--- src/rtl/core/ibpp_pkg.sv ---
package ibpp_pkg;

  localparam int DEF_PACKETS = 4;
  localparam int QUEUE_DEPTH = 2;
  localparam int PKT_LEN     = 11;
  localparam int SUM_POS     = 10;
  localparam int DATA_BYTES  = 8;

  localparam logic [1:0] OP_BYTE  = 2'd0;
  localparam logic [1:0] OP_IDLE  = 2'd1;
  localparam logic [1:0] OP_ERROR = 2'd2;

  localparam logic [7:0] HDR_BYTE   = 8'h55;
  localparam logic [7:0] TYPE_ACCEL = 8'h51;
  localparam logic [7:0] TYPE_GYRO  = 8'h52;
  localparam logic [7:0] TYPE_ANGLE = 8'h53;
  localparam logic [7:0] TYPE_QUAT  = 8'h59;

  localparam logic [1:0] GRP_ACCEL = 2'd0;
  localparam logic [1:0] GRP_GYRO  = 2'd1;
  localparam logic [1:0] GRP_ANGLE = 2'd2;
  localparam logic [1:0] GRP_QUAT  = 2'd3;

  typedef enum logic {
    ST_COLLECT,
    ST_WALK
  } front_state_t;

  typedef struct packed {
    logic       known;
    logic [1:0] group;
  } type_info_t;

  typedef struct packed {
    logic [1:0]              group;
    logic [8*DATA_BYTES-1:0] data;
    logic                    last;
  } pkt_rec_t;

  function automatic type_info_t decode_type(input logic [7:0] t);
    type_info_t info;
    info.known = 1'b1;
    info.group = GRP_ACCEL;
    case (t)
      TYPE_ACCEL: info.group = GRP_ACCEL;
      TYPE_GYRO:  info.group = GRP_GYRO;
      TYPE_ANGLE: info.group = GRP_ANGLE;
      TYPE_QUAT:  info.group = GRP_QUAT;
      default:    info.known = 1'b0;
    endcase
    return info;
  endfunction

endpackage

--- src/rtl/core/imu_burst_packet_parser.sv ---
// Channel  Ports                                         Direction
// input    in_valid, in_ready, in_op, in_rx_byte         into the block
// result   out_valid, out_ready, out_group, out_word0-3,
//          out_valid_words, out_last                     out of the block
//
// A byte or error word is taken without delay, and so is an idle word that yields nothing.
// An idle word that yields results starts a walk over the packet slots, during
// which no input word is taken; the walk stalls while the two-entry queue is full.
// Results leave through a registered output stage one per cycle when out_ready is high.
// Reset is synchronous and active low; slot contents are not cleared by it.
module imu_burst_packet_parser
  import ibpp_pkg::*;
#(
  parameter int PACKETS_PER_BURST = DEF_PACKETS
) (
  input  logic        clk,
  input  logic        rst_n,
  input  logic        in_valid,
  output logic        in_ready,
  input  logic [1:0]  in_op,
  input  logic [7:0]  in_rx_byte,
  output logic        out_valid,
  input  logic        out_ready,
  output logic [1:0]  out_group,
  output logic [15:0] out_word0,
  output logic [15:0] out_word1,
  output logic [15:0] out_word2,
  output logic [15:0] out_word3,
  output logic [2:0]  out_valid_words,
  output logic        out_last
);

  logic     push_valid, push_ready;
  pkt_rec_t push_rec;
  logic     pop_valid, pop_ready;
  pkt_rec_t pop_rec;

  ibpp_front #(
    .PACKETS(PACKETS_PER_BURST)
  ) u_front (
    .clk        (clk),
    .rst_n      (rst_n),
    .in_valid   (in_valid),
    .in_ready   (in_ready),
    .in_op      (in_op),
    .in_rx_byte (in_rx_byte),
    .push_valid (push_valid),
    .push_ready (push_ready),
    .push_rec   (push_rec)
  );

  ibpp_queue #(
    .DEPTH(QUEUE_DEPTH)
  ) u_queue (
    .clk      (clk),
    .rst_n    (rst_n),
    .wr_valid (push_valid),
    .wr_ready (push_ready),
    .wr_rec   (push_rec),
    .rd_valid (pop_valid),
    .rd_ready (pop_ready),
    .rd_rec   (pop_rec)
  );

  ibpp_back u_back (
    .clk             (clk),
    .rst_n           (rst_n),
    .rec_valid       (pop_valid),
    .rec_ready       (pop_ready),
    .rec             (pop_rec),
    .out_valid       (out_valid),
    .out_ready       (out_ready),
    .out_group       (out_group),
    .out_word0       (out_word0),
    .out_word1       (out_word1),
    .out_word2       (out_word2),
    .out_word3       (out_word3),
    .out_valid_words (out_valid_words),
    .out_last        (out_last)
  );

endmodule

--- src/rtl/core/ibpp_front.sv ---
module ibpp_front
  import ibpp_pkg::*;
#(
  parameter int PACKETS = DEF_PACKETS
) (
  input  logic       clk,
  input  logic       rst_n,
  input  logic       in_valid,
  output logic       in_ready,
  input  logic [1:0] in_op,
  input  logic [7:0] in_rx_byte,
  output logic       push_valid,
  input  logic       push_ready,
  output pkt_rec_t   push_rec
);

  localparam int BURST_LEN = PKT_LEN * PACKETS;
  localparam int CW        = $clog2(BURST_LEN + 2);
  localparam int PW        = (PACKETS > 1) ? $clog2(PACKETS) : 1;

  front_state_t state_r, state_nxt;

  logic [CW-1:0]               byte_count_r;
  logic [3:0]                  off_r;
  logic [PW-1:0]               pkt_r;
  logic [7:0]                  running_sum_r;
  logic                        header_good_r;
  logic [PACKETS-1:0]          sum_ok_r;
  logic [PACKETS-1:0]          keep_r;
  logic [PW-1:0]               walk_idx_r;
  logic [7:0]                  slot_type_r [PACKETS];
  logic [8*DATA_BYTES-1:0]     slot_data_r [PACKETS];

  logic               in_fire, byte_fire, idle_fire, err_fire, take;
  logic               advance, walk_done;
  logic [PACKETS-1:0] keep_mask;
  logic [PACKETS-1:0] rest;
  logic [2:0]         data_lane;
  type_info_t         walk_info;

  assign in_fire   = in_valid && in_ready;
  assign byte_fire = in_fire && (in_op == OP_BYTE);
  assign idle_fire = in_fire && (in_op == OP_IDLE);
  assign err_fire  = in_fire && (in_op == OP_ERROR);
  assign take      = byte_fire && (byte_count_r < CW'(BURST_LEN));
  assign data_lane = 3'(off_r - 4'd2);

  always_comb begin
    type_info_t slot_info;
    slot_info = '0;
    for (int p = 0; p < PACKETS; p++) begin
      slot_info    = decode_type(slot_type_r[p]);
      keep_mask[p] = sum_ok_r[p] && slot_info.known;
    end
    if (!(header_good_r && (byte_count_r == CW'(BURST_LEN)))) begin
      keep_mask = '0;
    end
  end

  assign walk_info = decode_type(slot_type_r[walk_idx_r]);
  assign rest      = keep_r >> walk_idx_r;
  assign walk_done = (walk_idx_r == PW'(PACKETS - 1));

  always_comb begin
    state_nxt = state_r;
    case (state_r)
      ST_COLLECT: begin
        if (idle_fire && (keep_mask != '0)) begin
          state_nxt = ST_WALK;
        end
      end
      ST_WALK: begin
        if (advance && walk_done) begin
          state_nxt = ST_COLLECT;
        end
      end
      default: state_nxt = ST_COLLECT;
    endcase
  end

  always_comb begin
    in_ready   = 1'b0;
    push_valid = 1'b0;
    advance    = 1'b0;
    case (state_r)
      ST_COLLECT: in_ready = 1'b1;
      ST_WALK: begin
        push_valid = keep_r[walk_idx_r];
        advance    = !keep_r[walk_idx_r] || push_ready;
      end
      default: in_ready = 1'b0;
    endcase
  end

  assign push_rec.group = walk_info.group;
  assign push_rec.data  = slot_data_r[walk_idx_r];
  assign push_rec.last  = ((rest >> 1) == '0);

  always_ff @(posedge clk) begin
    if (!rst_n) begin
      state_r       <= ST_COLLECT;
      byte_count_r  <= '0;
      off_r         <= '0;
      pkt_r         <= '0;
      running_sum_r <= '0;
      header_good_r <= 1'b0;
      sum_ok_r      <= '0;
      keep_r        <= '0;
      walk_idx_r    <= '0;
    end else begin
      state_r <= state_nxt;
      if (idle_fire || err_fire) begin
        byte_count_r  <= '0;
        off_r         <= '0;
        pkt_r         <= '0;
        running_sum_r <= '0;
        header_good_r <= 1'b0;
        sum_ok_r      <= '0;
      end else if (byte_fire && !take) begin
        byte_count_r <= CW'(BURST_LEN + 1);
      end else if (take) begin
        byte_count_r <= byte_count_r + 1'b1;
        if (byte_count_r == '0) begin
          header_good_r <= (in_rx_byte == HDR_BYTE);
        end else if (byte_count_r == CW'(1)) begin
          header_good_r <= header_good_r && (in_rx_byte == TYPE_ACCEL);
        end
        if (off_r == 4'd0) begin
          running_sum_r <= in_rx_byte;
        end else if (off_r < 4'(SUM_POS)) begin
          running_sum_r <= running_sum_r + in_rx_byte;
        end else begin
          sum_ok_r[pkt_r] <= (running_sum_r == in_rx_byte);
        end
        if (off_r == 4'(SUM_POS)) begin
          off_r <= '0;
          pkt_r <= pkt_r + 1'b1;
        end else begin
          off_r <= off_r + 1'b1;
        end
      end
      if (idle_fire) begin
        keep_r     <= keep_mask;
        walk_idx_r <= '0;
      end else if (advance) begin
        walk_idx_r <= walk_idx_r + 1'b1;
      end
    end
  end

  always_ff @(posedge clk) begin
    if (take) begin
      if (off_r == 4'd1) begin
        slot_type_r[pkt_r] <= in_rx_byte;
      end else if ((off_r >= 4'd2) && (off_r < 4'(SUM_POS))) begin
        slot_data_r[pkt_r][{data_lane, 3'b000} +: 8] <= in_rx_byte;
      end
    end
  end

endmodule

--- src/rtl/core/ibpp_queue.sv ---
module ibpp_queue
  import ibpp_pkg::*;
#(
  parameter int DEPTH = QUEUE_DEPTH
) (
  input  logic     clk,
  input  logic     rst_n,
  input  logic     wr_valid,
  output logic     wr_ready,
  input  pkt_rec_t wr_rec,
  output logic     rd_valid,
  input  logic     rd_ready,
  output pkt_rec_t rd_rec
);

  localparam int AW = (DEPTH > 1) ? $clog2(DEPTH) : 1;
  localparam int NW = $clog2(DEPTH + 1);

  pkt_rec_t      mem_r [DEPTH];
  logic [AW-1:0] wr_ptr_r, rd_ptr_r;
  logic [NW-1:0] count_r;
  logic          wr_fire, rd_fire;

  assign wr_ready = (count_r != NW'(DEPTH));
  assign rd_valid = (count_r != '0);
  assign rd_rec   = mem_r[rd_ptr_r];
  assign wr_fire  = wr_valid && wr_ready;
  assign rd_fire  = rd_valid && rd_ready;

  always_ff @(posedge clk) begin
    if (!rst_n) begin
      wr_ptr_r <= '0;
      rd_ptr_r <= '0;
      count_r  <= '0;
    end else begin
      if (wr_fire) begin
        wr_ptr_r <= (wr_ptr_r == AW'(DEPTH - 1)) ? '0 : wr_ptr_r + 1'b1;
      end
      if (rd_fire) begin
        rd_ptr_r <= (rd_ptr_r == AW'(DEPTH - 1)) ? '0 : rd_ptr_r + 1'b1;
      end
      if (wr_fire && !rd_fire) begin
        count_r <= count_r + 1'b1;
      end else if (rd_fire && !wr_fire) begin
        count_r <= count_r - 1'b1;
      end
    end
  end

  always_ff @(posedge clk) begin
    if (wr_fire) begin
      mem_r[wr_ptr_r] <= wr_rec;
    end
  end

endmodule

--- src/rtl/core/ibpp_back.sv ---
module ibpp_back
  import ibpp_pkg::*;
(
  input  logic        clk,
  input  logic        rst_n,
  input  logic        rec_valid,
  output logic        rec_ready,
  input  pkt_rec_t    rec,
  output logic        out_valid,
  input  logic        out_ready,
  output logic [1:0]  out_group,
  output logic [15:0] out_word0,
  output logic [15:0] out_word1,
  output logic [15:0] out_word2,
  output logic [15:0] out_word3,
  output logic [2:0]  out_valid_words,
  output logic        out_last
);

  logic        out_valid_r;
  logic [1:0]  group_r;
  logic [15:0] word0_r, word1_r, word2_r, word3_r;
  logic [2:0]  valid_words_r;
  logic        last_r;
  logic        three_words;

  assign rec_ready   = !out_valid_r || out_ready;
  assign three_words = (rec.group == GRP_ACCEL) || (rec.group == GRP_ANGLE);

  always_ff @(posedge clk) begin
    if (!rst_n) begin
      out_valid_r <= 1'b0;
    end else if (rec_ready) begin
      out_valid_r <= rec_valid;
    end
  end

  always_ff @(posedge clk) begin
    if (rec_ready && rec_valid) begin
      group_r       <= rec.group;
      word0_r       <= rec.data[15:0];
      word1_r       <= rec.data[31:16];
      word2_r       <= rec.data[47:32];
      word3_r       <= three_words ? 16'd0 : rec.data[63:48];
      valid_words_r <= three_words ? 3'd3 : 3'd4;
      last_r        <= rec.last;
    end
  end

  assign out_valid       = out_valid_r;
  assign out_group       = group_r;
  assign out_word0       = word0_r;
  assign out_word1       = word1_r;
  assign out_word2       = word2_r;
  assign out_word3       = word3_r;
  assign out_valid_words = valid_words_r;
  assign out_last        = last_r;

endmodule
--- config.mk ---
export PLATFORM = sky130hd
export DESIGN_NAME = imu_burst_packet_parser
export DESIGN_NICKNAME = d
export VERILOG_FILES = /design/src/rtl/core/ibpp_pkg.sv /design/src/rtl/core/imu_burst_packet_parser.sv /design/src/rtl/core/ibpp_front.sv /design/src/rtl/core/ibpp_queue.sv /design/src/rtl/core/ibpp_back.sv
export SDC_FILE = /design/constraint.sdc
export NUM_CORES = 1
export LEC_CHECK = 0
export BUFFER_PORTS_ARGS = -buffer_cell sky130_fd_sc_hd__buf_2
export CAP_MARGIN = 20
export CORE_MARGIN = 8
export CORE_UTILIZATION = 55
export CTS_BUF_LIST = sky130_fd_sc_hd__clkbuf_8
export DETAILED_ROUTE_END_ITERATION = 16
export MAX_ROUTING_LAYER = met4
export PLACE_DENSITY = 0.81
export SETUP_SLACK_MARGIN = 0.3
export SLEW_MARGIN = 0
export SYNTH_ARGS = -nofsm -noshare
export SYNTH_HDL_FRONTEND = slang
export SYNTH_SLANG_ARGS = --single-unit
--- constraint.sdc ---
create_clock -name clk -period 12.8 [get_ports clk]
set_input_delay 1.28 -clock clk [delete_from_list [all_inputs] [get_ports clk]]
set_output_delay 1.28 -clock clk [all_outputs]
set_load 0.02 [all_outputs]
==> summary.md <==
| Metric | Value |
|---|---|
| Status | `complete, no violations` |
| Hold WC Path Type | `reg -> reg` |
| CTS Hold Bufs | `0` |
| Detail Route Antenna Nets | `0` |
| Starting density of the core | `55.9%` |
| Final Max Slew Viols | `0` |
| I/O pins | `86` |
| Root buffer cell | `clkbuf_8` |
| Worst-Skew Late Latency | `between 0.6 and 0.7 ns` |
| Ys flop type | `edfxtp_1` |
| Post_cts resized | `0` |
| Max Cap Violations | `0` |
| H-tree depth | `3` |
| Setup bufs post-CTS | `0` |
| CTS Buffer Depth | `3` |
| Mapped Cells | `1125` |
| Vias in the first global route | `between 10000 and 15000` |
| Ys async rst share | `0%` |
| Relative slew margins | `between 20% and 30%` |
| CTS tree | `yes` |
| Via count | `10400` |
| TritonRoute pass-1 iters | `5` |
| Hpwl dp | `24.0 mm` |
| Port bufs | `85` |
| Synth Net Count | `1166` |
| Layout area overhead | `12.2%` |
| Commonest non-fill, non-tap cell in the layout | `edfxtp_1` |
| WP data required | `13.03 ns` |
| PwrDens | `160 nW/um^2` |
| Routed WL | `38.4 mm` |
| Share of cells above drive strength 1 | `about a quarter` |
| Warnings from Yosys | `0` |
| Num Clock Sinks | `530` |
| Final net count | `approximately 1300` |
| Commonest cells after routing, fill and taps aside | `edfxtp_1 (490), clkbuf_8 (87), buf_2 (86)` |
| Final hold violation count | `0` |
| EDFF count, synth | `490` |
| FF+latch count, synth | `530` |
| Worst vdd ir | `0.000108 V` |
| Peak Freq | `0.273 GHz` |
| Gr ovfl total | `0` |
| Arrival @ worst endpoint | `about 4 ns` |
| # DRC | `0` |
| TNS Setup | `0 ns` |
| Die Wd | `roughly 210 um` |
| Initial antenna violation count | `2` |
| Design area | `23000 um^2` |
| Clock skew | `0.0297 ns` |
| Post-route minimum period | `3.66 ns` |
| Num CTS Buffers | `83` |
| Yosys cell types | `54` |
| GPL Wtd Cong | `approximately 0.86` |
| Drt wl/cell | `21.2 um` |
| Final count of negative-setup-slack endpoints | `0` |
| Crit end category | `flip-flop` |
| LEAKAGE | `7.61 nW` |
| Final worst path period share | `28.6%` |
| Pin count of the biggest net entering global routing | `between 60 and 70` |
| Syn avg cell area | `18.2 um^2` |
| Worst-Margin Slew | `1.04 ns` |
| Full die area | `43700 um^2` |
| Fill cell count | `2478` |
| CTS clock-pin slew for the worst setup and hold paths | `0.06 ns` |
| DRT iter0 DRCs | `668` |
| Die Span Y | `~210 um` |
| Placed cell area | `21400 um^2` |
| Std-Cell Rows | `70` |
| Total global-route track usage | `between 15 and 20%` |
| Worst setup path category | `reg -> reg` |
| RSZ-0062 raised after global routing | `false` |
| Worst Path Max Fanout | `14` |
| Worst Setup Start Kind | `flip-flop` |
| Sequential-to-total area share from yosys stat | `between 70% and 80%` |
| Syn Std Cell Area | `20500 um^2` |
| Core area | `around 37000 um^2` |
| Global-route wire length before repair | `59.4 mm` |
| Vias per Instance | `between 5 and 6` |
## path summary, 6_finish.rpt
path | from | end | slack, ns | cells after the start
max | u_front.off_r[0] | u_front.slot_data_r[1][4] | 9.14 | 7
max reg2reg | u_front.off_r[0] | u_front.slot_data_r[1][4] | 9.14 | 7
min | u_front.sum_ok_r[1] | u_front.sum_ok_r[1] | 0.48 | 2
min reg2reg | u_front.sum_ok_r[1] | u_front.sum_ok_r[1] | 0.48 | 2
## worst max-delay path, stage by stage (launching register included)
cell      delay (ns)
dfxtp_1         0.61
inv_1           0.17
ha_1            0.28
ha_1            0.49
nand2b_1        0.31
nor2_1          0.35
inv_1           0.19
nor3_1          0.87
## flip-flops by register name, summed over array words and instances, names as in the netlist, 2 cells and up, named ones only
signal / flops
u_back.out_valid_words: 2
u_back.out_word0: 16
u_back.out_word1: 16
u_back.out_word2: 16
u_back.out_word3: 16
u_front.byte_count_r: 6
u_front.keep_r: 4
u_front.off_r: 4
u_front.pkt_r: 2
u_front.running_sum_r: 8
u_front.slot_data_r: 256
u_front.slot_type_r: 32
u_front.sum_ok_r: 4
u_front.walk_idx_r: 2
u_queue.count_r: 2
u_queue.mem_r: 134
## metal layers
layer / global-route usage, % / up-vias / wire length [um]
li1: - / 4714 / -
met1: 22.7 / 5149 / 15800
met2: 28.1 / 413 / 18600
met3: 4.38 / 79 / 2940
met4: 7.75 / 0 / 1090
met5: - / - / 0
## power breakdown
group	total (mW)	internal [mW]	switching, mW
Sequential	2.03	1.99	0.0389
Combinational	0.379	0.124	0.255
Clock	1.28	0.652	0.627
Total	3.69	2.77	0.921
## Yosys cell counts (4+ instances only)
cell type / n / area (um^2)
or3_1: 5 / 31.3
o21ai_0: 11 / 55.1
edfxtp_1: 490 / 14700
nand3_1: 9 / 45.0
a21oi_1: 30 / 150
xnor2_1: 6 / 52.6
and3_1: 18 / 113
nor2b_1: 8 / 50.1
o211ai_1: 4 / 30.0
nand2_1: 32 / 120
dfxtp_1: 40 / 801
nor4_1: 13 / 81.3
a211oi_1: 9 / 67.6
nor2_1: 82 / 308
mux2_2: 50 / 563
mux4_2: 69 / 1550
buf_1: 4 / 15.0
xor2_1: 4 / 35.0
nand2b_1: 9 / 56.3
clkbuf_1: 20 / 75.1
buf_2: 13 / 65.1
buf_4: 5 / 37.5
mux2i_1: 21 / 210
and2_1: 56 / 350
inv_1: 23 / 86.3
nor3_1: 22 / 110
ha_1: 26 / 325
## kinds of logic (layout without fill, tap and decap cells)
family / count (synthesis) / after routing / share of synthesized area (%)
fa+ha+maj: 27 / 27 / 1.68
simple gates: 272 / 272 / 6.97
compound gates: 80 / 80 / 2.49
xor+xnor: 10 / 10 / 0.427
other cells: 0 / 2 / 0
buf+inv: 66 / 278 / 1.38
mux: 140 / 140 / 11.4
flops: 530 / 530 / 75.7
## layout make-up
cell class                      instances  area (um^2)  share of cell area (%)
Timing Repair Buffer                  101          561                    2.44
Sequential cell                       530        15500                    67.5
Multi-Input combinational cell        529         4710                    20.5
Clock buffer                           87         1200                    5.21
Tap cell                              468          586                    2.55
Inverter                               24         90.1                   0.392
Clock inverter                         66          314                    1.37
Antenna cell                            2         5.00                  0.0218
## through the flow
step                      std cells  hold slack [ns]  power [mW]  util (%)  worst slack, ns
after floorplan                1125            0.432        2.33         -             7.38
after global routing           1807            0.505        3.83      62.6             8.90
after global placement         1648            0.462        2.45      58.4             8.71
after detailed placement       1648            0.462        2.46      58.4             8.62
final                          1807            0.480        3.69      62.6             9.14
after CTS                      1801            0.477        3.73      62.5             9.20
Note: power is estimated with default switching activity, not from simulation.
